### config.mk
export PLATFORM = sky130hd
export DESIGN_NAME = odo_fifo
export DESIGN_NICKNAME = d
export VERILOG_FILES = /design/src/hw/rtl/odo_pkg.sv /design/src/hw/rtl/odo_fifo.sv
export SDC_FILE = /design/constraint.sdc
export NUM_CORES = 1
export LEC_CHECK = 0
export BUFFER_PORTS_ARGS = -buffer_cell sky130_fd_sc_hd__buf_2
export CELL_PAD_IN_SITES_DETAIL_PLACEMENT = 1
export CELL_PAD_IN_SITES_GLOBAL_PLACEMENT = 1
export CORE_ASPECT_RATIO = 0.5
export CORE_MARGIN = 2
export CORE_UTILIZATION = 48
export DETAILED_ROUTE_END_ITERATION = 6
export PLACE_DENSITY_LB_ADDON = 0.12
export SETUP_SLACK_MARGIN = 0.3
export SYNTH_ARGS = -nofsm -noshare
export SYNTH_HDL_FRONTEND = slang
export SYNTH_SLANG_ARGS = --single-unit
### constraint.sdc
create_clock -name clk -period 8.08 [get_ports clk]
set_input_delay 1.616 -clock clk [delete_from_list [all_inputs] [get_ports clk]]
set_output_delay 1.616 -clock clk [all_outputs]
set_load 0.05 [all_outputs]
### src/hw/rtl/odo_pkg.sv
// Shared types and constants for the differential drive odometry block.
// Used by the front, queue, back and top-level modules; depends on nothing.
`default_nettype none

package odo_pkg;

	// Default number of CORDIC rotations.
	localparam int CORDIC_STEPS_DEF = 24;

	// Fixed-point scale constants.
	localparam logic [29:0] BAM_PER_RAD   = 30'd683565276;   // round(2^32 / (2 pi))
	localparam logic [32:0] GYRO_BAM_Q16  = 33'd4479813390;  // 0.0001 rad as Q.16 binary angle
	localparam logic [33:0] CORDIC_GAIN   = 34'd652032874;   // inverse of the CORDIC gain in Q.30

	// Register indexes of the configuration port.
	localparam logic [2:0] REG_HEADING_MODE = 3'd0;
	localparam logic [2:0] REG_LEFT_SCALE   = 3'd1;
	localparam logic [2:0] REG_RIGHT_SCALE  = 3'd2;
	localparam logic [2:0] REG_INV_TRACK    = 3'd3;
	localparam logic [2:0] REG_GYRO_BIAS    = 3'd4;

	// Arctangent table as binary angles.
	localparam logic [31:0] ATAN_BAM [32] = '{
		32'd536870912, 32'd316933406, 32'd167458907, 32'd85004756, 32'd42667331,
		32'd21354465, 32'd10679838, 32'd5340245, 32'd2670163, 32'd1335087,
		32'd667544, 32'd333772, 32'd166886, 32'd83443, 32'd41722, 32'd20861,
		32'd10430, 32'd5215, 32'd2608, 32'd1304, 32'd652, 32'd326, 32'd163,
		32'd81, 32'd41, 32'd20, 32'd10, 32'd5, 32'd3, 32'd1, 32'd1, 32'd0
	};

	// One classified item passed from the front to the back.
	typedef struct packed {
		logic               gyro_mode;
		logic signed [31:0] dcnt_l;
		logic signed [31:0] dcnt_r;
		logic signed [16:0] rate;
	} odo_entry_t;

	typedef struct packed {
		logic empty;
		logic full;
	} odo_fifo_stat_t;

	typedef struct packed {
		logic idle;
		logic result_load;
	} odo_back_stat_t;

endpackage

`default_nettype wire

### src/hw/rtl/odo_fifo.sv
// Two-entry queue that decouples the front from the back.
// Depends on odo_pkg.
`default_nettype none

module odo_fifo import odo_pkg::*; (
	input  wire logic   clk,
	input  wire logic   arst_n,
	input  wire logic   wr_en,
	input  odo_entry_t  wr_data,
	input  wire logic   rd_en,
	output odo_entry_t  rd_data,
	output odo_fifo_stat_t stat
);

	odo_entry_t mem_q [2];
	logic       wr_ptr_q;
	logic       rd_ptr_q;
	logic [1:0] count_q;

	assign rd_data    = mem_q[rd_ptr_q];
	assign stat.empty = (count_q == 2'd0);
	assign stat.full  = (count_q == 2'd2);

	always_ff @(posedge clk) begin
		if (wr_en) begin
			mem_q[wr_ptr_q] <= wr_data;
		end
	end

	always_ff @(posedge clk or negedge arst_n) begin
		if (!arst_n) begin
			wr_ptr_q <= 1'b0;
			rd_ptr_q <= 1'b0;
			count_q  <= 2'd0;
		end else begin
			if (wr_en) begin
				wr_ptr_q <= !wr_ptr_q;
			end
			if (rd_en) begin
				rd_ptr_q <= !rd_ptr_q;
			end
			case ({wr_en, rd_en})
				2'b10:   count_q <= count_q + 2'd1;
				2'b01:   count_q <= count_q - 2'd1;
				default: count_q <= count_q;
			endcase
		end
	end

endmodule

`default_nettype wire

==> impl_metrics.tcl, run 1 <==
set metrics [dict create \
    outcome "finished clean" \
    multi_input_area_sq_um 1280 \
    cts_buffer_depth 2 \
    drive_gt1_frac 0.616 \
    drv_slew 0 \
    synth_area_sq_um 6450 \
    htreeDepth 4 \
    regArea_sq_um 5030 \
    antenna_found_initial 1 \
    hold_class "flop to flop" \
    cts_num_sinks 168 \
    leakage_nw 3.21 \
    synth_largest_area_cell "edfxtp_1" \
    grt_usage 0.172 \
    viasPerCell 4.85 \
    tns_ns 0 \
    rows 29 \
    drc 0 \
    nFillCells 1146 \
    power_mw 3.40 \
    ys_async_sr_fraction 0.0238 \
    clk_pin_slew_ns 0.06 \
    tightest_slew_ns 1.17 \
    fin_crit_sh 0.541 \
    wirelength_microns 12000 \
    hold_violations 0 \
    crit_fanout 48 \
    netlist_instances 271 \
    placed_area_sq_um 7380 \
    start_util 0.501 \
    arrival_ns 2.75 \
    post_cts_buffers 0 \
    clock.fmax_mhz 229 \
    max-cap-violations 0 \
    first_iter_violations 162 \
    synthesis.nets 358 \
    grt_pass1_vias 3433 \
    drt_first_pass_iters 4 \
    seq_area_frac_synth 0.779 \
    ir_worst_vdd_uv 274 \
    synth_top_area_share 0.763 \
    setup_viol_count_final 0 \
    design_area_sq_um 7960 \
    fin_nets 539 \
    routedWlPerCell_microns 18.8 \
    powerDensity_nw_per_um2 428 \
    netlist_top_cells_count "edfxtp_1, mux2_4, mux2_2" \
    syn_to_final_growth_pct 23.4 \
    overflow 0 \
    avgSynthCellArea_sq_um 23.8 \
    dieArea_sq_um 14400 \
    dp_hpwl_microns 7970 \
    critical_path_required_ns 6.46 \
    relSlewSlack 0.220 \
    fin_crit_ns 4.37 \
    drtAntennaViolNets 0 \
    die_x_microns 168 \
    rsz0062_at_grt "no" \
    ys_seq_elements 168 \
    hold_slack_ns 0.514 \
    top_level_ports 170 \
    yosys_warnings 0 \
    fp.dieH_microns 86.0 \
    io_buffers 169 \
    cts_hold_buffers 0 \
    cp-end-kind "primary output" \
    synth_flop_cell "edfxtp_1" \
    post-place-cells 603 \
    synth_top_cells_by_area "edfxtp_1, mux2_4, buf_12" \
    insertion_delay_ns 0.40 \
    stdcell_count 635 \
    path_class "flop to primary output" \
    ctsResizeCount 0 \
    ys_types 14 \
    gp_congestion 0.751 \
    fin_skew_ns 0.00400 \
    grt_max_degree 83 \
    numCtsBuffers 17 \
    grt_pass1_wl_microns 18300 \
    num_vias 3078 \
    yosysMostFrequentCell "edfxtp_1" \
    synth_edf_count 164 \
    critPathLaunchType "flop" \
    core_sq_um 12900 \
    cts_tree "built" \
    clock-root-buffer "clkbuf_16" \
]
through the flow:
stage           util  worst slack (ns)
6_report       0.618              3.71
5_1_grt        0.618              3.56
4_1_cts        0.618              3.66
3_5_place_dp   0.573              4.11
3_3_place_gp   0.573              4.19
2_1_floorplan      -              2.44
worst paths after layout:
path	startpoint	depth (start not counted)	to	slack (ns)
min	count_q[1]$_DFFE_PN0P_	1	count_q[1]$_DFFE_PN0P_	0.51
min in group asynchronous	arst_n	1	wr_ptr_q$_DFFE_PN0P_	1.01
max in group asynchronous	arst_n	1	rd_ptr_q$_DFFE_PN0P_	6.94
max	rd_ptr_q$_DFFE_PN0P_	3	rd_data[72]	3.71
max reg2reg	wr_ptr_q$_DFFE_PN0P_	2	mem_q[0][32]$_DFFE_PP_	5.67
min reg2reg	count_q[1]$_DFFE_PN0P_	1	count_q[1]$_DFFE_PN0P_	0.51
metal layers:
metal  track usage  wire [microns]  share of wire  vias to the layer above
met5             0               7        0.00058                        -
met3        0.0586             709          0.059                        9
met4        0.0577              73         0.0061                        2
met2         0.306            6270           0.52                       94
li1              -               -              -                     1435
met1         0.198            4910           0.41                     1538
cells by family (layout without fill, tap and decap cells):
logic type,Yosys count,in the layout,synth area share
flip-flops,168,168,0.779
multiplexers,82,82,0.184
buffers and inverters,10,203,0.0248
XOR/XNOR,5,5,0.00679
AND/OR/NAND/NOR,5,5,0.00369
adder cells (fa/ha/maj),1,1,0.00194
other,0,1,0
sequential cells by signal, indices dropped and copies added, names as in the netlist:
signal	cells
count_q	2
mem_q	164
rd_ptr_q	1
wr_ptr_q	1
cells in the final DEF, fill, tap and decap left out:
cell / n
clkinv_4: 2
xor2_1: 3
inv_6: 3
mux2_4: 70
inv_8: 1
clkinv_2: 3
ha_1: 1
nor2b_1: 1
clkbuf_16: 17
xnor2_1: 2
dfrtp_1: 3
clkinv_1: 1
nor2_4: 1
dfrtp_4: 1
mux2_2: 12
clkinvlp_4: 2
buf_2: 169
inv_1: 1
edfxtp_1: 164
nor2_1: 2
bufinv_16: 2
and2_4: 1
diode_2: 1
buf_4: 2
where the power goes:
part / switching, mW / internal (mW) / total [mW]
logic: 0.910 / 0.431 / 1.34
registers: 0.114 / 1.16 / 1.28
clock network: 0.330 / 0.457 / 0.787
total: 1.35 / 2.05 / 3.40
final cells by class:
class / instances / area share
antenna: 1 / 0.000314
clock buffer: 17 / 0.0535
clock inverter: 14 / 0.0187
inverter: 1 / 0.000472
multi-input combinational: 93 / 0.160
sequential: 168 / 0.632
tap: 170 / 0.0267
timing repair buffer: 171 / 0.108
critical path, stage by stage, from the launching register on:
cell	delay [ns]
dfrtp_4	0.98
buf_4	0.66
mux2_2	0.40
buf_2	0.21
Power figures use the tool's default switching activity.
==> run 2, diff against run 1 <==
--- a/config.mk
+++ b/config.mk
@@ -5,12 +5,13 @@
 export SDC_FILE = /design/constraint.sdc
 export NUM_CORES = 1
 export LEC_CHECK = 0
+export ABC_AREA = 1
 export BUFFER_PORTS_ARGS = -buffer_cell sky130_fd_sc_hd__buf_2
 export CELL_PAD_IN_SITES_DETAIL_PLACEMENT = 1
 export CELL_PAD_IN_SITES_GLOBAL_PLACEMENT = 1
 export CORE_ASPECT_RATIO = 0.5
 export CORE_MARGIN = 2
-export CORE_UTILIZATION = 48
+export CORE_UTILIZATION = 38
 export DETAILED_ROUTE_END_ITERATION = 6
 export PLACE_DENSITY_LB_ADDON = 0.12
 export SETUP_SLACK_MARGIN = 0.3
==> constraint.sdc (replaced) <==
create_clock -name clk -period 3.8 [get_ports clk]
set_input_delay 0.76 -clock clk [delete_from_list [all_inputs] [get_ports clk]]
set_output_delay 0.76 -clock clk [all_outputs]
set_load 0.05 [all_outputs]
==> run 2 against run 1 <==
Net effect: worst setup slack got worse by 2.8 ns; sequential cell count did not move; area after synthesis fell by 2.8%; critical path depth rose by 1; largest cell class unchanged.
==> impl_metrics.tcl, run 2 <==
set metrics [dict create \
    clk_pin_slew_ns 0.07 \
    drc 0 \
    critical_path_required_ns 3.04 \
    synth_top_cells_by_area "edfxtp_1, o21ai_0, inv_1" \
    critPathBufInv 2 \
    diodes 0 \
    num_vias 3822 \
    rows 33 \
    viasPerCell 4.40 \
    tns_ns 0 \
    final_common_cell "buf_2" \
    gp_congestion 0.713 \
    crit_fanout 68 \
    layout_common_cells "buf_2, edfxtp_1, inv_1, nand2_1, o21ai_0" \
    dp_slack_ns 1.33 \
    netlist_instances 452 \
    critPathLaunchType "flop" \
    drtAntennaViolNets 0 \
    relSlewSlack 0.432 \
    synth_largest_area_cell "edfxtp_1" \
    largest-register "mem_q" \
    fin_skew_ns 0.00987 \
    path_class "flop to primary output" \
    grt_pass1_wl_microns 19600 \
    synthesis.nets 539 \
    yosys_warnings 0 \
    grt_pass1_vias 3907 \
    grt_max_degree 69 \
    path_cells "buf_4 -> nand2_1 -> o21ai_1 -> buf_2" \
    dieArea_sq_um 17600 \
    cp-end-kind "primary output" \
    ys_types 15 \
    yosysMostFrequentCell "edfxtp_1" \
    hold_violations 0 \
    netlist_top_cells_count "edfxtp_1, inv_1, nand2_1" \
    power_mw 7.21 \
    htreeDepth 4 \
    io_buffers 169 \
    critPathTopFamily "flip-flops" \
    max-cap-violations 0 \
    cts_hold_buffers 0 \
    clock.fmax_mhz 349 \
    grt_usage 0.150 \
    hold_class "primary input to async pin" \
    core_sq_um 16300 \
    largest_reg_flops 164 \
    wirelength_microns 12800 \
    setup_viol_count_final 0 \
    fin_nets 716 \
    fin_crit_sh 0.755 \
    syn_to_final_growth_pct 26.1 \
    die_x_microns 186 \
    final.setup.worst_slack_ns 0.931 \
    cts_buffer_depth 2 \
    first_iter_violations 120 \
    fin_crit_ns 2.87 \
    drv_slew 0 \
    powerDensity_nw_per_um2 912 \
    insertion_delay_ns 0.41 \
    seq_area_frac_synth 0.801 \
    synth_flop_cell "edfxtp_1" \
    ys_seq_elements 168 \
    ctsResizeCount 0 \
    synth_edf_count 164 \
    routedWlPerCell_microns 14.7 \
    largest_registers "mem_q x164, count_q x2" \
    post_cts_buffers 0 \
    ir_worst_vdd_uv 377 \
    ys_async_sr_fraction 0.0238 \
    outcome "finished clean" \
    start_util 0.386 \
    arrival_ns 2.11 \
    clock-root-buffer "clkbuf_16" \
    fp.dieH_microns 94.8 \
    synth_top_area_share 0.785 \
    drive_gt1_frac 0.324 \
    rsz0062_at_grt "no" \
    slowest_stage "dfrtp_4" \
    antenna_found_initial 1 \
    tightest_slew_ns 0.852 \
    placed_area_sq_um 7360 \
    critPathMaxStageDelay_ns 0.85 \
    cts_tree "built" \
    overflow 0 \
    synth_area_sq_um 6270 \
    top_level_ports 170 \
    design_area_sq_um 7910 \
    dp_hpwl_microns 8470 \
    leakage_nw 3.37 \
    avgSynthCellArea_sq_um 13.9 \
    numCtsBuffers 17 \
    cts_num_sinks 168 \
    drt_first_pass_iters 4 \
]
==> run 2: layout make-up <==
class / count / area (sq um)
clock buffers: 17 / 425
multi-input cells: 178 / 806
repair buffers: 176 / 911
flip-flops and latches: 168 / 5030
well taps: 227 / 284
fillers: 1741 / 8360
clock inverters: 15 / 121
inverters: 88 / 332
==> run 2: logic make-up (layout without fill, tap and decap cells) <==
logic type / count (synthesis) / count (layout) / share of synthesized area
flops: 168 / 168 / 0.801
xor+xnor: 3 / 3 / 0.00419
buf+inv: 106 / 296 / 0.0716
simple gates: 92 / 92 / 0.0557
fa+ha+maj: 1 / 1 / 0.00199
compound gates: 82 / 82 / 0.0654
==> run 2: routing by layer <==
| metal | global-route usage | vias up | wire (microns) |
|---|---|---|---|
| met2 | 0.265 | 89 | 6590 |
| met4 | 0.0505 | 2 | 126 |
| met5 | 0 | - | 13 |
| met3 | 0.0486 | 12 | 703 |
| met1 | 0.173 | 1842 | 5370 |
| li1 | - | 1877 | - |
==> run 2: worst paths after layout <==
path	startpoint	to	slack, ns	cells past startpoint
worst max-delay path	rd_ptr_q$_DFFE_PN0P_	rd_data[72]	0.93	4
worst min-delay path	arst_n	count_q[1]$_DFFE_PN0P_	0.14	1
worst max register to register	wr_ptr_q$_DFFE_PN0P_	mem_q[1][31]$_DFFE_PP_	2.10	3
worst min register to register	count_q[1]$_DFFE_PN0P_	count_q[1]$_DFFE_PN0P_	0.50	2
max in group asynchronous	arst_n	rd_ptr_q$_DFFE_PN0P_	3.52	1
min in group clk	count_q[1]$_DFFE_PN0P_	count_q[1]$_DFFE_PN0P_	0.50	2
==> run 2: where the power goes <==
group	internal [mW]	switching (mW)	leakage, nW
clock	0.852	0.748	0.262
combinational	0.569	2.39	1.52
sequential	2.46	0.194	1.59
==> run 2: metrics by stage <==
step	utilization	hold WS, ns	std cells
after detailed placement	0.452	0.498	837
after floorplan	-	0.463	452
after CTS	0.486	0.128	869
after global routing	0.486	0.126	869
after global placement	0.452	0.485	837
final	0.486	0.141	869
==> run 3, diff against run 2 <==
--- a/config.mk
+++ b/config.mk
@@ -5,13 +5,13 @@
 export SDC_FILE = /design/constraint.sdc
 export NUM_CORES = 1
 export LEC_CHECK = 0
-export ABC_AREA = 1
+export ABC_AREA = 0
 export BUFFER_PORTS_ARGS = -buffer_cell sky130_fd_sc_hd__buf_2
 export CELL_PAD_IN_SITES_DETAIL_PLACEMENT = 1
 export CELL_PAD_IN_SITES_GLOBAL_PLACEMENT = 1
 export CORE_ASPECT_RATIO = 0.5
 export CORE_MARGIN = 2
-export CORE_UTILIZATION = 38
+export CORE_UTILIZATION = 45
 export DETAILED_ROUTE_END_ITERATION = 6
 export PLACE_DENSITY_LB_ADDON = 0.12
 export SETUP_SLACK_MARGIN = 0.3
==> constraint.sdc (replaced) <==
create_clock -name clk -period 2.9 [get_ports clk]
set_input_delay 0.58 -clock clk [delete_from_list [all_inputs] [get_ports clk]]
set_output_delay 0.58 -clock clk [all_outputs]
set_load 0.05 [all_outputs]
==> run 3 against run 2 <==
Net effect: via count is 19% lower; register-to-register slack worse by 0.90 ns; global-route usage up 0.88 points; power rose by 33%; highest routed layer unchanged; cell count shrank 24%; critical path type unchanged; core utilization increased by 10 points.
==> impl_metrics.tcl, run 3 (synthesis gave the netlist of run 1 again) <==
set metrics [dict create \
    outcome "finished clean" \
    relSlewSlack 0.593 \
    cts_tree "built" \
    hold_violations 0 \
    numCtsBuffers 17 \
    hold_slack_ns 0.358 \
    clock.fmax_mhz 413 \
    wirelength_microns 12000 \
    core_sq_um 13800 \
    clk_pin_slew_ns 0.07 \
    dieArea_sq_um 15400 \
    layout_common_cells "buf_2, edfxtp_1, mux2_4, clkbuf_16, mux2_2" \
    dp_slack_ns 0.719 \
    crit_fanout 14 \
    reg2reg_depth 2 \
    min_to "mem_q[1][61]$_DFFE_PP_" \
    leakage_nw 3.25 \
    routedWlPerCell_microns 18.0 \
    grt_max_degree 83 \
    rrSetupSlack_ns 1.20 \
    fp.dieH_microns 88.7 \
    antenna_found_initial 1 \
    r2r_end "mem_q[1][12]$_DFFE_PP_" \
    final_common_cell "buf_2" \
    arrival_ns 1.84 \
    syn_to_final_growth_pct 25.6 \
    drv_slew 0 \
    powerDensity_nw_per_um2 1190 \
    multi_input_area_sq_um 1280 \
    viasPerCell 4.66 \
    critPathMaxStageDelay_ns 0.60 \
    first_iter_violations 133 \
    fin_nets 544 \
    setup_viol_count_final 0 \
    tightest_slew_ns 0.611 \
    overflow 0 \
    largest_reg_flops 164 \
    drc 0 \
    max-cap-violations 0 \
    cts_num_sinks 168 \
    htreeDepth 4 \
    num_vias 3092 \
    grt_pass1_wl_microns 18200 \
    hold_class "primary input to flop" \
    top_level_ports 170 \
    rsz0062_at_grt "no" \
    drive_gt1_frac 0.617 \
    fin_crit_sh 0.834 \
    nFillCells 1270 \
    whs_path_depth 1 \
    io_buffers 169 \
    ir_worst_vdd_uv 609 \
    r2r-start "wr_ptr_q$_DFFE_PN0P_" \
    insertion_delay_ns 0.40 \
    cts_buffer_depth 2 \
    rows 30 \
    drt_first_pass_iters 4 \
    slowest_stage "dfrtp_4" \
    regArea_sq_um 5030 \
    critical_path_required_ns 2.32 \
    drtAntennaViolNets 0 \
    grt_pass1_vias 3407 \
    path_class "flop to primary output" \
    die_x_microns 173 \
    tns_ns 0 \
    gp_congestion 0.749 \
    start_util 0.468 \
    largest_registers "mem_q x164, count_q x2" \
    fin_skew_ns 0.00670 \
    min_from "wr_data[61]" \
    fin_crit_ns 2.42 \
    path_cells "buf_4 -> mux2_2 -> buf_2" \
    clock-root-buffer "clkbuf_16" \
    grt_usage 0.159 \
    final.setup.worst_slack_ns 0.481 \
    largest-register "mem_q" \
    cp-end-kind "primary output" \
    critPathLaunchType "flop" \
]
==> run 3: how the worst max path moves through the flow <==
stage | slack (ns) | endpoint | cells after the start | startpoint
after floorplan | 0.64 | mem_q[0][0]$_DFFE_PP_ | 2 | wr_en
after global placement | 0.75 | rd_data[68] | 3 | rd_ptr_q$_DFFE_PN0P_
after detailed placement | 0.72 | rd_data[81] | 3 | rd_ptr_q$_DFFE_PN0P_
after CTS | 0.44 | rd_data[81] | 3 | rd_ptr_q$_DFFE_PN0P_
after global routing | 0.40 | rd_data[79] | 3 | rd_ptr_q$_DFFE_PN0P_
final | 0.48 | rd_data[77] | 3 | rd_ptr_q$_DFFE_PN0P_
==> run 3: cell type report <==
cell class,instances,area share
Inverter,1,0.000463
Tap cell,192,0.0297
Multi-Input combinational cell,93,0.158
Timing Repair Buffer,176,0.118
Antenna cell,1,0.000309
Clock inverter,13,0.0196
Clock buffer,19,0.0534
Sequential cell,168,0.621
==> run 3: worst max-delay path, delay by kind of cell, from the launching register on <==
kind	cells	cell delay, ns
multiplexers	1	0.36
buffers and inverters	2	0.48
flip-flops	1	0.60
==> run 3: power by group <==
part	internal [mW]	switching (mW)	leakage, nW
Sequential	3.23	0.185	1.58
Combinational	1.28	2.68	1.38
Clock	1.30	0.952	0.283
Total	5.80	3.82	3.25
==> run 3: metrics by stage <==
step           area (sq um)  utilization  power (mW)  std cells
6_report               8100        0.588        9.62        663
2_1_floorplan          6460            -        6.80        271
3_5_place_dp           7480        0.543        7.44        628
3_3_place_gp           7480        0.543        7.35        628
5_1_grt                8100        0.588        9.98        662
4_1_cts                8100        0.588        9.73        662
==> run 3: per-layer routing <==
metal  share of wire  vias to the layer above  routed length (microns)  GRT usage
met1            0.42                     1544                     5050      0.189
li1                -                     1448                        -          -
met2            0.51                       91                     6080      0.276
met5          0.0013                        -                       15          0
met4          0.0066                        2                       79     0.0462
met3           0.061                        7                      731     0.0584
==> run 3: timing repair <==
action,in CTS,in global routing
endpoints found under the setup margin,8,0
resized for setup,0,0
buffers inserted,1,0
hold buffers,1,0
hold endpoints to repair,4,0
