===== config.mk =====
export PLATFORM = sky130hd
export DESIGN_NAME = odo_front
export DESIGN_NICKNAME = d
export VERILOG_FILES = /design/src/hw/rtl/odo_pkg.sv /design/src/hw/rtl/odo_front.sv
export SDC_FILE = /design/constraint.sdc
export NUM_CORES = 1
export LEC_CHECK = 0
export BUFFER_PORTS_ARGS = -buffer_cell sky130_fd_sc_hd__buf_2
export CORE_UTILIZATION = 55
export CTS_BUF_LIST = sky130_fd_sc_hd__clkbuf_8
export DETAILED_ROUTE_END_ITERATION = 6
export PLACE_DENSITY = 0.84
export SETUP_SLACK_MARGIN = 0.5
export SYNTH_ARGS = -nofsm -noshare
export SYNTH_HDL_FRONTEND = slang
export SYNTH_SLANG_ARGS = --single-unit

===== constraint.sdc =====
create_clock -name clk -period 3.3 [get_ports clk]
set_clock_uncertainty 0.2 [all_clocks]
set_input_delay 0.33 -clock clk [delete_from_list [all_inputs] [get_ports clk]]
set_output_delay 0.33 -clock clk [all_outputs]
set_load 0.05 [all_outputs]

===== src/hw/rtl/odo_pkg.sv =====
// Shared types and constants for the differential drive odometry block.
// Used by the front, queue, back and top-level modules; depends on nothing.
`default_nettype none

package odo_pkg;

	// Default number of CORDIC rotations.
	localparam int CORDIC_STEPS_DEF = 24;

	// Fixed-point scale constants.
	localparam logic [29:0] BAM_PER_RAD   = 30'd683565276;   // round(2^32 / (2 pi))
	localparam logic [32:0] GYRO_BAM_Q16  = 33'd4479813390;  // 0.0001 rad as Q.16 binary angle
	localparam logic [33:0] CORDIC_GAIN   = 34'd652032874;   // inverse of the CORDIC gain in Q.30

	// Register indexes of the configuration port.
	localparam logic [2:0] REG_HEADING_MODE = 3'd0;
	localparam logic [2:0] REG_LEFT_SCALE   = 3'd1;
	localparam logic [2:0] REG_RIGHT_SCALE  = 3'd2;
	localparam logic [2:0] REG_INV_TRACK    = 3'd3;
	localparam logic [2:0] REG_GYRO_BIAS    = 3'd4;

	// Arctangent table as binary angles.
	localparam logic [31:0] ATAN_BAM [32] = '{
		32'd536870912, 32'd316933406, 32'd167458907, 32'd85004756, 32'd42667331,
		32'd21354465, 32'd10679838, 32'd5340245, 32'd2670163, 32'd1335087,
		32'd667544, 32'd333772, 32'd166886, 32'd83443, 32'd41722, 32'd20861,
		32'd10430, 32'd5215, 32'd2608, 32'd1304, 32'd652, 32'd326, 32'd163,
		32'd81, 32'd41, 32'd20, 32'd10, 32'd5, 32'd3, 32'd1, 32'd1, 32'd0
	};

	// One classified item passed from the front to the back.
	typedef struct packed {
		logic               gyro_mode;
		logic signed [31:0] dcnt_l;
		logic signed [31:0] dcnt_r;
		logic signed [16:0] rate;
	} odo_entry_t;

	typedef struct packed {
		logic empty;
		logic full;
	} odo_fifo_stat_t;

	typedef struct packed {
		logic idle;
		logic result_load;
	} odo_back_stat_t;

endpackage

`default_nettype wire


===== src/hw/rtl/odo_front.sv =====
// Front part: takes input words, forms count differences and the corrected gyro rate.
// Depends on odo_pkg.
`default_nettype none

module odo_front import odo_pkg::*; (
	input  wire logic               clk,
	input  wire logic               arst_n,
	input  wire logic               push,
	input  wire logic               queue_full,
	input  wire logic signed [31:0] left_total,
	input  wire logic signed [31:0] right_total,
	input  wire logic signed [15:0] gyro_rate,
	input  wire logic               heading_mode,
	input  wire logic signed [15:0] gyro_bias,
	output      logic               queue_push,
	output      odo_entry_t         entry
);

	logic signed [31:0] prev_left_q;
	logic signed [31:0] prev_right_q;

	assign queue_push = push && !queue_full;

	always_comb begin
		entry.gyro_mode = heading_mode;
		entry.dcnt_l    = left_total - prev_left_q;
		entry.dcnt_r    = right_total - prev_right_q;
		entry.rate      = 17'(gyro_rate) - 17'(gyro_bias);
	end

	always_ff @(posedge clk or negedge arst_n) begin
		if (!arst_n) begin
			prev_left_q  <= '0;
			prev_right_q <= '0;
		end else if (queue_push) begin
			prev_left_q  <= left_total;
			prev_right_q <= right_total;
		end
	end

endmodule

`default_nettype wire


==> results of run 1 <==
layer usage:
layer  overflow  global-route usage [%]
met1          3                    84.5
met4        214                     113
met5          4                    26.8
met2        420                     116
met3          2                    70.5
cell families after synthesis:
| kind of cell | Yosys count | synth area share [%] |
|---|---|---|
| compound gates | 269 | 26.2 |
| xor+xnor | 67 | 9.18 |
| fa+ha+maj | 81 | 16.2 |
| buf+inv | 128 | 7.60 |
| flops | 64 | 25.1 |
| mux | 4 | 0.705 |
| simple gates | 212 | 15.0 |
cells in the mapped netlist (2+ instances only):
master and count:
a21oi_2 5, xnor2_1 38, clkbuf_1 22, o21a_1 13, and3_2 2, dfrtp_1 64, nor2b_1 9, a211oi_1 7
o21ai_1 14, a21boi_1 2, o31a_1 4, and3_1 4, nor3_1 9, inv_1 103, a21boi_0 2, or3_1 2
a21oi_1 68, o22a_1 2, a211o_1 2, o22ai_1 2, o31ai_1 4, o21ai_0 84, and2_1 3, ha_1 78
a31oi_1 7, and4_1 2, a21o_1 23, nor2_1 37, nand2b_1 10, nand2_1 105, a311oi_1 2, xor2_1 29
nand4_1 5, fa_1 3, o41a_1 3, o21bai_1 7, mux2_2 4, nand3_1 16, o211ai_1 3
timing repair:
| action | 4_1_cts |
|---|---|
| pin swaps | 69 |
| gates resized for setup | 183 |
| hold buffers | 40 |
| setup endpoints to repair | 55 |
| hold endpoints to repair | 103 |
| buffers inserted | 29 |
stage by stage:
step	area, sq um	cells	worst slack (ns)	util (%)
after floorplan	7170	825	0.0951	-
after global placement	8720	1193	-0.202	78.7
after detailed placement	8720	1193	-0.211	78.7
after CTS	10300	1278	-0.341	92.6
==> results.txt, run 1 <==
Status = did not finish
Failed at = global routing (5_1_grt)
Stop err = [ERROR GRT-0232] Routing congestion too high. Check the congestion heatmap in the GUI.
Cell Rows = 38
Syn Inst Count = 825
Worst-path end type = top-level output
Number of port buffers = 181
CTS Buffer Depth = 2
Syn_area_per_cell = 7.75 sq um
Worst-path endpoint after global-route repair_timing = entry[47]
IO Count = 184
Ys flop type = dfrtp_1
DIE WIDTH = 110 um
Root Buffer = clkbuf_8
Synth async-reset ratio = 100%
RePlAce Congestion = 0.882
Post-synthesis sequential area ratio = 25.1%
Gr ovfl total = 643
Number of buffers created by CTS = 9
Flops & latches, synth = 64
Unique masters post-synth = 65
YS warnings = 0
H-tree depth = 3
Synthesized area = 0.00639 sq mm
All-layer global routing usage = 92.8%
Die H = 110 um
Cell taking the most area after synthesis = dfrtp_1
EDFF count, synth = 0
Largest net degree at the start of global routing = 90
Post-Synthesis Net Count = 1007
HPWL Detailed = 13700 um
Area fraction of the dominant cell type after synthesis = 25.1%
Initial Util = 57.7%
Top post-synthesis cells by area = dfrtp_1, ha_1, o21ai_0
Clk sink count = 64
==> run 2, diff against run 1 <==
--- a/config.mk
+++ b/config.mk
@@ -6,11 +6,9 @@
 export NUM_CORES = 1
 export LEC_CHECK = 0
 export BUFFER_PORTS_ARGS = -buffer_cell sky130_fd_sc_hd__buf_2
-export CORE_UTILIZATION = 55
-export CTS_BUF_LIST = sky130_fd_sc_hd__clkbuf_8
+export CORE_UTILIZATION = 40
 export DETAILED_ROUTE_END_ITERATION = 6
-export PLACE_DENSITY = 0.84
-export SETUP_SLACK_MARGIN = 0.5
+export PLACE_DENSITY_LB_ADDON = 0.15
 export SYNTH_ARGS = -nofsm -noshare
 export SYNTH_HDL_FRONTEND = slang
 export SYNTH_SLANG_ARGS = --single-unit
==> results.txt, run 2 <==
Switching share of total power = 48.7%
DP Area = 0.00834 sq mm (-4.4%)
Antenna violations before repair = 1
HPWL Detailed = 13900 um (+1.2%)
Final worst slack = -0.413 ns
Final Hold Viols = 0
Gr ovfl total = 0
Vias/cell = 5.01
Critical path endpoint category = output pin
Footprint of the multi-input gates = 0.00502 sq mm
Cell area after layout = 0.00970 sq mm
Number of port buffers = 181 (unchanged)
Grt met3 use = 3.24%
Vias in the first global route = 6387
Sequential share of power = 15.0%
Crit path cell chain = ha_2 > fa_2 > nor2b_4 > o31ai_2 > a211oi_2 > o41a_1 > buf_4 > nand3_2 > o31a_1 > o221ai_2 > a21oi_2 > xnor2_4 > buf_6
Initial DRC Count = 264
Area fraction of the dominant cell type after synthesis = 25.1% (unchanged)
YS warnings = 0 (unchanged)
Worst Path Arrival = 3.18 ns
Final Util = 63.1%
Cell taking the most area after synthesis = dfrtp_1
CP startpoint kind = flop
Cell Rows = 45 (+18%)
Die H = 128 um (+17%)
IO Count = 184 (unchanged)
Nets@finish = 1294
Layout fillers = 1354
First-pass GRT wire length = 29600 um
Top post-synthesis cells by area = dfrtp_1, ha_1, o21ai_0
Worst vdd ir = 540 uV
Number of max-cap violations = 0
Critical Path RT = 2.77 ns
Worst path slowest cell = fa_2
Detail Route Antenna Nets = 0
Largest regs = prev_left_q: 32 flops, prev_right_q: 32 flops
EDFF count, synth = 0 (unchanged)
Syn-to-layout area delta = 51.7%
Flop-to-flop setup slack = 0.11 ns
Count leader, synth = nand2_1
Max-slew headroom = 62.6%
Status = finished, violations left
FF-to-FF Start = prev_right_q[2]
R2r endpoint = prev_right_q[2]
Largest net degree at the start of global routing = 36
Slew Limit Fails = 0
Worst hold path type = input port to flop
Flops & latches, synth = 64 (unchanged)
Share of layout cells above drive strength 1 = 37.8%
Busiest grt layer = met2
Number of buffers created by CTS = 9 (unchanged)
Min Clock Period, post-route = 3.71 ns
Clk sink count = 64 (unchanged)
Met2 usage = 39.4%
CP peak stage delay = 0.39 ns
NetSw = 2980 uW
Final period utilization = 113%
Top cells by count, synth = nand2_1, inv_1, o21ai_0
Most common cell after layout, fill and taps aside = buf_2
First-pass DRT Iterations = 4
DP Worst Slack = -0.355 ns (-0.143 ns)
CTS tree = yes
Syn_area_per_cell = 7.75 sq um (unchanged)
Failing checks = negative setup slack
Leakage Power = 0.00482 uW
Syn Inst Count = 825 (unchanged)
Crit-path leading delay family = compound AO/OA/AOI/OAI gates
All-layer global routing usage = 22.7%
Final setup vio count = 26
Internal power = 3130 uW
Post-synthesis sequential area ratio = 25.1% (unchanged)
Via count = 6664
RSZ-0062 raised after global routing = yes
CTS Buffer Depth = 2 (unchanged)
Synthesized area = 0.00639 sq mm (unchanged)
Hold wc startpoint = left_total[16]
H-tree depth = 3 (unchanged)
Pwr Density = 631 mW/mm^2
Max Clk Rate = 0.269 GHz
Highest-count cells in the layout ignoring fill and taps = buf_2, buf_4, nand2_1
GR Util met1 = 28.8%
Clk pwr share = 17.5%
FF/Latch Area = 0.00160 sq mm
Critical path fanouts, max = 3
RePlAce Congestion = 0.896 (+1.6%)
Unique masters post-synth = 65 (unchanged)
Initial Util = 41.6% (-16 points)
Post-Synthesis Net Count = 1007 (unchanged)
Drt drc = 0
Routed WL = 18600 um
Slew @ Worst Pin = 0.560 ns
Synth async-reset ratio = 100% (unchanged)
Crit path buffers/inverters = 2
Clock Latency Late Sink = 0.34 ns
Routed WL per cell = 14.0 um
Die Area = 0.0165 sq mm
Worst Hold Path Cells = 3
Hold worst-path end = prev_left_q[16]
Register-to-Register Path Depth = 23
Power share of the combinational group = 67.5%
Ys flop type = dfrtp_1
Root Buffer = clkbuf_16
DIE WIDTH = 128 um (+17%)
Crit Path Class = flop to output pin
Clock Pin Slew Worst Setup and Hold Paths = 0.06 ns
CORE AREA = 0.0154 sq mm
## run 2: layer usage
layer  wire length, um  part of all wire [%]  up-vias
met4               318                   1.7        0
met3               799                   4.3       27
met1              8500                    46     3055
met2              9000                    48      173
met5                 0                     0        -
li1                  -                     -     3409
## run 2: worst max-delay path by stage
stage,start,endpoint,slack [ns],cells past startpoint
6_report,prev_right_q[0],entry[45],-0.41,13
5_1_grt,prev_right_q[0],entry[45],-0.48,13
3_3_place_gp,right_total[0],entry[45],-0.35,14
3_5_place_dp,right_total[0],entry[45],-0.35,14
2_1_floorplan,left_total[5],entry[75],-0.09,10
4_1_cts,prev_right_q[0],entry[35],-0.38,13
## run 2: cell type report
class | count | area share [%]
antenna | 1 | 0.0258
multi-input combinational | 633 | 51.7
inverter | 103 | 3.99
clock buffer | 11 | 2.50
sequential | 64 | 16.5
clock inverter | 5 | 0.826
tap | 211 | 2.72
timing repair buffer | 301 | 21.7
## run 2: cells by family (layout without fill, tap and decap cells)
family	Yosys count	in the layout	share of synthesized area (%)
DFF	64	64	25.1
and+or+nand+nor	212	212	15.0
AOI/OAI and AO/OA	269	269	26.2
muxes	4	4	0.705
adders and majority gates	81	81	16.2
other	0	1	0
buffers and inverters	128	420	7.60
xor gates and xnor gates	67	67	9.18
## run 2: power groups by stage
stage               Combinational [uW]  Sequential (uW)  Clock [uW]
global placement                  3500              924           0
CTS                               3940              917        1080
floorplan                         2590              922           0
detailed placement                3510              930           0
global route                      4390              927        1110
finish                            4130              917        1070
## run 2: worst reg2reg max path, delay by kind of cell, from the launching register on
family / cells / cell delay, ns
compound gates: 1 / 0.09
flops: 1 / 0.35
buf+inv: 22 / 2.49
## run 2: repair_timing
action | CTS | global route
resized for setup | 118 | 60
hold buffers | 1 | 0
hold endpoints to repair | 17 | 0
setup endpoints to repair | 33 | 42
pin swaps | 48 | 39
setup buffers | 34 | 13
## run 2: stage by stage
step,std cells,hold slack [ns],TNS [ns],power [uW]
after floorplan,825,-0.166,-0.140,3520
after global placement,1275,0.107,-3.15,4430
after detailed placement,1275,0.119,-3.53,4440
after CTS,1324,0.00453,-5.91,5930
after global routing,1328,0.0153,-7.89,6430
final,1329,0.00880,-4.83,6120
Note: power is estimated with default switching activity, not from simulation.
==> run 3, diff against run 2 <==
--- a/config.mk
+++ b/config.mk
@@ -9,6 +9,7 @@
 export CORE_UTILIZATION = 40
 export DETAILED_ROUTE_END_ITERATION = 6
 export PLACE_DENSITY_LB_ADDON = 0.15
+export REMOVE_ABC_BUFFERS = 1
 export SYNTH_ARGS = -nofsm -noshare
 export SYNTH_HDL_FRONTEND = slang
 export SYNTH_SLANG_ARGS = --single-unit
==> results.txt, run 3 (same netlist as run 2, synthesis figures left out) <==
Highest-count cells in the layout ignoring fill and taps = buf_2, nand2_1, inv_1
Failing checks = negative setup slack
Routed WL per cell = 13.3 um (-5.2%)
GR Util met1 = 26.6% (-2.2 points)
Worst hold path type = input port to flop
First-pass DRT Iterations = 5 (+1)
Vias in the first global route = 6193 (-3.0%)
Post-Layout Cell Count = 1302 (-2.0%)
Antenna violations before repair = 1 (unchanged)
Worst Hold Path Cells = 3 (unchanged)
Worst Path Arrival = 3.12 ns (-0.06 ns)
Nets@finish = 1268 (-2.0%)
Placed insts = 1258 (-1.3%)
First-pass GRT wire length = 27800 um (-6.2%)
Critical path fanouts, max = 3 (unchanged)
H-tree depth = 3 (unchanged)
Critical Path RT = 2.77 ns (about the same)
CTS Buffer Depth = 2 (unchanged)
Crit Path Class = flop to output pin
Worst path slowest cell = dfrtp_1
Final worst slack = -0.348 ns (+0.0655 ns)
Grt met3 use = 4.28% (+1.0 points)
Root Buffer = clkbuf_16
Die H = 128 um (unchanged)
DP Worst Slack = -0.287 ns (+0.0676 ns)
Flop-to-flop setup slack = 2.20 ns (+2.09 ns)
Routed WL = 17300 um (-7.1%)
Number of port buffers = 181 (unchanged)
Met2 usage = 35.6% (-3.8 points)
Initial DRC Count = 231 (-13%)
Max Clk Rate = 0.274 GHz (+1.8%)
Final Hold Viols = 0 (unchanged)
DIE WIDTH = 128 um (unchanged)
Vias/cell = 4.99 (-0.42%)
IO Count = 184 (unchanged)
Drt drc = 0 (unchanged)
Most common cell after layout, fill and taps aside = buf_2
Largest net degree at the start of global routing = 65 (+81%)
Post-Route Hold Slack = 0.0156 ns (+0.00681 ns)
Number of buffers created by CTS = 9 (unchanged)
Hold worst-path end = prev_right_q[6]
HPWL Detailed = 12800 um (-7.6%)
Initial Util = 41.6% (unchanged)
RePlAce Congestion = 0.885 (-1.3%)
Status = finished, violations left
Pwr Density = 617 mW/mm^2 (-2.2%)
Gr ovfl total = 0 (unchanged)
Slew Limit Fails = 0 (unchanged)
Min Clock Period, post-route = 3.65 ns (-0.0655 ns)
Register-to-Register Path Depth = 4 (-83%)
Slew @ Worst Pin = 0.541 ns (-0.0191 ns)
Via count = 6501 (-2.4%)
Worst vdd ir = 503 uV (-6.7%)
Crit path cell chain = inv_1 > ha_1 > a21o_1 > or3_1 > o211ai_1 > a21oi_1 > buf_4 > buf_4 > o21ai_2 > nand2b_4 > a31oi_4 > buf_6 > nor3_2 > a311oi_4 > buf_6
FF-to-FF Start = prev_right_q[1]
Clock Latency Late Sink = 0.33 ns (about the same)
Final setup vio count = 30 (+15%)
Clk sink count = 64 (unchanged)
CTS tree = yes
CP peak stage delay = 0.35 ns (-0.04 ns)
Die Area = 0.0165 sq mm (unchanged)
RSZ-0062 raised after global routing = yes
Detail Route Antenna Nets = 0 (unchanged)
Final period utilization = 111% (-2.0 points)
R2r endpoint = prev_right_q[1]
Number of max-cap violations = 0 (unchanged)
Critical path endpoint category = output pin
CP startpoint kind = flop
Busiest grt layer = met2
CORE AREA = 0.0154 sq mm (unchanged)
Clock Pin Slew Worst Setup and Hold Paths = 0.06 ns (about the same)
Syn-to-layout area delta = 43.2%
Max-slew headroom = 63.9% (+1.3 points)
Hold wc startpoint = right_total[6]
Diode count = 0 (-1)
Power Total = 5650 uW (-7.7%)
Leakage Power = 0.00457 uW (-5.2%)
Cell Rows = 45 (unchanged)
Share of layout cells above drive strength 1 = 34.1% (-3.7 points)
All-layer global routing usage = 20.9% (-1.8 points)
Largest regs = prev_left_q: 32 flops, prev_right_q: 32 flops
-- run 3: changes by cell type in the layout (fill, tap and decap cells not counted), moves of 4 or more --
| cell | delta |
|---|---|
| buf_4 | -10 |
| buf_6 | -20 |
| dlygate4sd3_1 | +7 |
| o21ai_2 | -4 |
| xnor2_1 | +5 |
| xnor2_4 | -4 |
| xor2_1 | +4 |
-- run 3: layout make-up --
type                    count  area [sq um]
multi-input cells         633          4790
clock buffers               9           225
flip-flops and latches     64          1600
repair buffers            275          1830
inverters                 103           387
well taps                 211           264
fillers                  1431          6220
clock inverters             7          48.8
-- run 3: worst max-delay path by stage --
stage	startpoint	to	slack, ns	cells after the start
after global routing	prev_left_q[0]	entry[77]	-0.59	14
after global placement	left_total[0]	entry[75]	-0.27	16
final	prev_left_q[5]	entry[75]	-0.35	15
after floorplan	queue_full	prev_left_q[0]	-2.15	2
after CTS	prev_right_q[0]	entry[35]	-0.34	13
after detailed placement	left_total[0]	entry[77]	-0.29	16
-- run 3: report_power, final --
part	internal, uW	switching [uW]
logic	1380	2450
clock network	506	393
registers	885	30.9
total	2770	2870
-- run 3: metal layers --
layer	part of all wire [%]	vias to the layer above	wire [um]
met5	0	-	0
met4	1.7	0	301
met3	4.8	27	831
met2	47	167	8140
met1	46	2951	8020
li1	-	3356	-
-- run 3: per-stage QoR --
| stage | util (%) | TNS (ns) | instance area (sq um) |
|---|---|---|---|
| after detailed placement | 51.9 | -3.00 | 7980 |
| after CTS | 57.3 | -5.40 | 8810 |
| final | 59.5 | -5.51 | 9150 |
| after floorplan | - | -131.03 | 6290 |
| after global routing | 59.5 | -10.29 | 9150 |
| after global placement | 51.9 | -2.68 | 7980 |
-- run 3: timing repair --
| action | in CTS | in global routing |
|---|---|---|
| hold endpoints to repair | 71 | 0 |
| hold buffers | 8 | 0 |
| resized for setup | 98 | 53 |
| setup endpoints to repair | 35 | 39 |
| cloned | 0 | 0 |
| setup buffers | 9 | 13 |
| pin swaps | 33 | 31 |
-- run 3: worst max-delay path: cells and delay by family, from the launching register on --
family	cells	cell delay, ns
flip-flops	1	0.35
AO/OA/AOI/OAI	6	1.04
adder cells (fa/ha/maj)	1	0.23
AND/OR/NAND/NOR	3	0.45
buffers and inverters	5	0.68
==> run 4, diff against run 3 <==
--- a/config.mk
+++ b/config.mk
@@ -6,7 +6,7 @@
 export NUM_CORES = 1
 export LEC_CHECK = 0
 export BUFFER_PORTS_ARGS = -buffer_cell sky130_fd_sc_hd__buf_2
-export CORE_UTILIZATION = 40
+export CORE_UTILIZATION = 54
 export DETAILED_ROUTE_END_ITERATION = 6
 export PLACE_DENSITY_LB_ADDON = 0.15
 export REMOVE_ABC_BUFFERS = 1
==> results.txt, run 4 (same netlist as run 2, synthesis figures left out) <==
Status = finished, violations left
Failing checks = negative setup slack
Critical Path RT = 2.77 ns (about the same)
Grt met3 use = 5.58% (+1.3 points)
Critical path fanouts, max = 3 (unchanged)
IO Count = 184 (unchanged)
Post-Layout Cell Count = 1214 (-6.8%)
All-layer global routing usage = 27.3% (+6.4 points)
Slew Limit Fails = 0 (unchanged)
Clock Pin Slew Worst Setup and Hold Paths = 0.06 ns (about the same)
Largest net degree at the start of global routing = 68 (+4.6%)
Routed WL = 17400 um (+0.56%)
Antenna violations before repair = 1 (unchanged)
DP Area = 0.00778 sq mm (-2.4%)
Initial Util = 55.7% (+14 points)
Nets@finish = 1247 (-1.7%)
Worst Path Arrival = 3.24 ns (+0.12 ns)
First-pass DRT Iterations = 6 (+1)
DIE WIDTH = 111 um (-14%)
Final worst slack = -0.473 ns (-0.126 ns)
Worst vdd ir = 540 uV (+7.4%)
Vias/cell = 5.50 (+10%)
CP peak stage delay = 0.38 ns (+0.03 ns)
Met2 usage = 46.4% (+11 points)
Most common cell after layout, fill and taps aside = buf_2
FF/Latch Area = 0.00160 sq mm (unchanged)
Gr ovfl total = 0 (unchanged)
Highest-count cells in the layout ignoring fill and taps = buf_2, nand2_1, inv_1
Routed WL per cell = 14.3 um (+7.8%)
Worst path slowest cell = dfrtp_1
Share of layout cells above drive strength 1 = 32.7% (-1.4 points)
Min Clock Period, post-route = 3.77 ns (+0.126 ns)
Via count = 6678 (+2.7%)
Cell area after layout = 0.00891 sq mm (-2.6%)
Number of buffers created by CTS = 9 (unchanged)
Busiest grt layer = met2
Final setup vio count = 30 (unchanged)
CTS tree = yes
Number of max-cap violations = 0 (unchanged)
Syn-to-layout area delta = 39.5%
Post-Route Hold Slack = 0.00401 ns (-0.0116 ns)
Final period utilization = 114% (+3.8 points)
Critical path endpoint category = output pin
Max-slew headroom = 46.6% (-17 points)
CP startpoint kind = flop
Root Buffer = clkbuf_16
Slew @ Worst Pin = 0.802 ns (+0.261 ns)
First-pass GRT wire length = 27800 um (about the same)
Power Total = 5650 uW (about the same)
Detail Route Antenna Nets = 0 (unchanged)
Final Hold Viols = 0 (unchanged)
Register-to-Register Path Depth = 1 (-3)
H-tree depth = 3 (unchanged)
Leakage Power = 0.00447 uW (-2.1%)
HPWL Detailed = 12100 um (-5.4%)
Crit path buffers/inverters = 2 (-3)
CORE AREA = 0.0115 sq mm (-25%)
Die Area = 0.0123 sq mm (-26%)
Worst hold path type = input port to flop
Worst Hold Path Cells = 3 (unchanged)
CTS Buffer Depth = 2 (unchanged)
Pwr Density = 634 mW/mm^2 (+2.7%)
Crit path cell chain = ha_2 > fa_2 > nor2b_4 > o31ai_4 > a211oi_2 > o41a_1 > buf_4 > a31oi_4 > o21ai_2 > nand3_2 > o21ai_2 > xor2_1 > buf_4
Crit. path cell count = 13 (-2)
Crit Path Class = flop to output pin
Number of port buffers = 181 (unchanged)
Footprint of the multi-input gates = 0.00480 sq mm (+0.13%)
Cell Rows = 39 (-13%)
Vias in the first global route = 6280 (+1.4%)
Clk sink count = 64 (unchanged)
Clock Latency Late Sink = 0.34 ns (about the same)
Placed insts = 1174 (-6.7%)
Initial DRC Count = 346 (+50%)
RSZ-0062 raised after global routing = yes
RePlAce Congestion = 0.904 (+2.2%)
Largest regs = prev_left_q: 32 flops, prev_right_q: 32 flops
Die H = 111 um (-14%)
Layout fillers = 855 (-40%)
Crit-path leading delay family = compound AO/OA/AOI/OAI gates
Drt drc = 0 (unchanged)
GR Util met1 = 34.2% (+7.6 points)
Max Clk Rate = 0.265 GHz (-3.3%)
run 4: cell types whose count changed in the layout (fill, tap and decap cells not counted), sizes merged:
| cell | before | now |
|---|---|---|
| diode | 0 | 1 |
| buf | 266 | 248 |
| dlygate4sd3 | 8 | 5 |
| clkinvlp | 4 | 3 |
| inv | 103 | 104 |
run 4: report_power, final:
| group | switching, uW | internal [uW] |
|---|---|---|
| Combinational | 2460 | 1350 |
| Sequential | 33.3 | 886 |
| Clock | 408 | 514 |
run 4: final timing paths:
path	endpoint	slack, ns	from
min in group asynchronous	prev_left_q[17]	0.41	arst_n
hold reg to reg	prev_right_q[0]	0.32	prev_right_q[0]
setup / recovery	entry[47]	-0.47	prev_right_q[0]
hold / removal	prev_right_q[11]	0.004	right_total[11]
max in group asynchronous	prev_right_q[29]	1.84	arst_n
setup reg to reg	prev_left_q[0]	2.32	prev_left_q[0]
run 4: timing repair:
item	in CTS	in global routing
setup endpoints to repair	32	39
pin swaps	30	34
hold buffers	5	0
endpoints found under the hold margin	36	0
buffers inserted	7	13
gates cloned	0	0
gates resized for setup	86	59
run 4: area by class of cell:
class | count | area share, %
multi-input cells | 633 | 53.8
repair buffers | 254 | 18.6
flip-flops and latches | 64 | 18.0
inverters | 103 | 4.34
clock buffers | 9 | 2.53
well taps | 143 | 2.01
clock inverters | 7 | 0.646
diodes | 1 | 0.0281
run 4: per-layer routing:
layer,part of all wire (%),routed length (um)
met5,0,0
met3,6.3,1090
met2,48,8340
met4,2.6,453
met1,43,7510
run 4: through the flow:
stage / setup TNS (ns) / setup slack, ns / utilization [%]
5_1_grt: -9.17 / -0.565 / 77.7
2_1_floorplan: -131.03 / -2.15 / -
4_1_cts: -4.08 / -0.352 / 74.4
6_report: -5.36 / -0.473 / 77.7
3_5_place_dp: -2.69 / -0.313 / 67.9
3_3_place_gp: -2.02 / -0.316 / 67.9
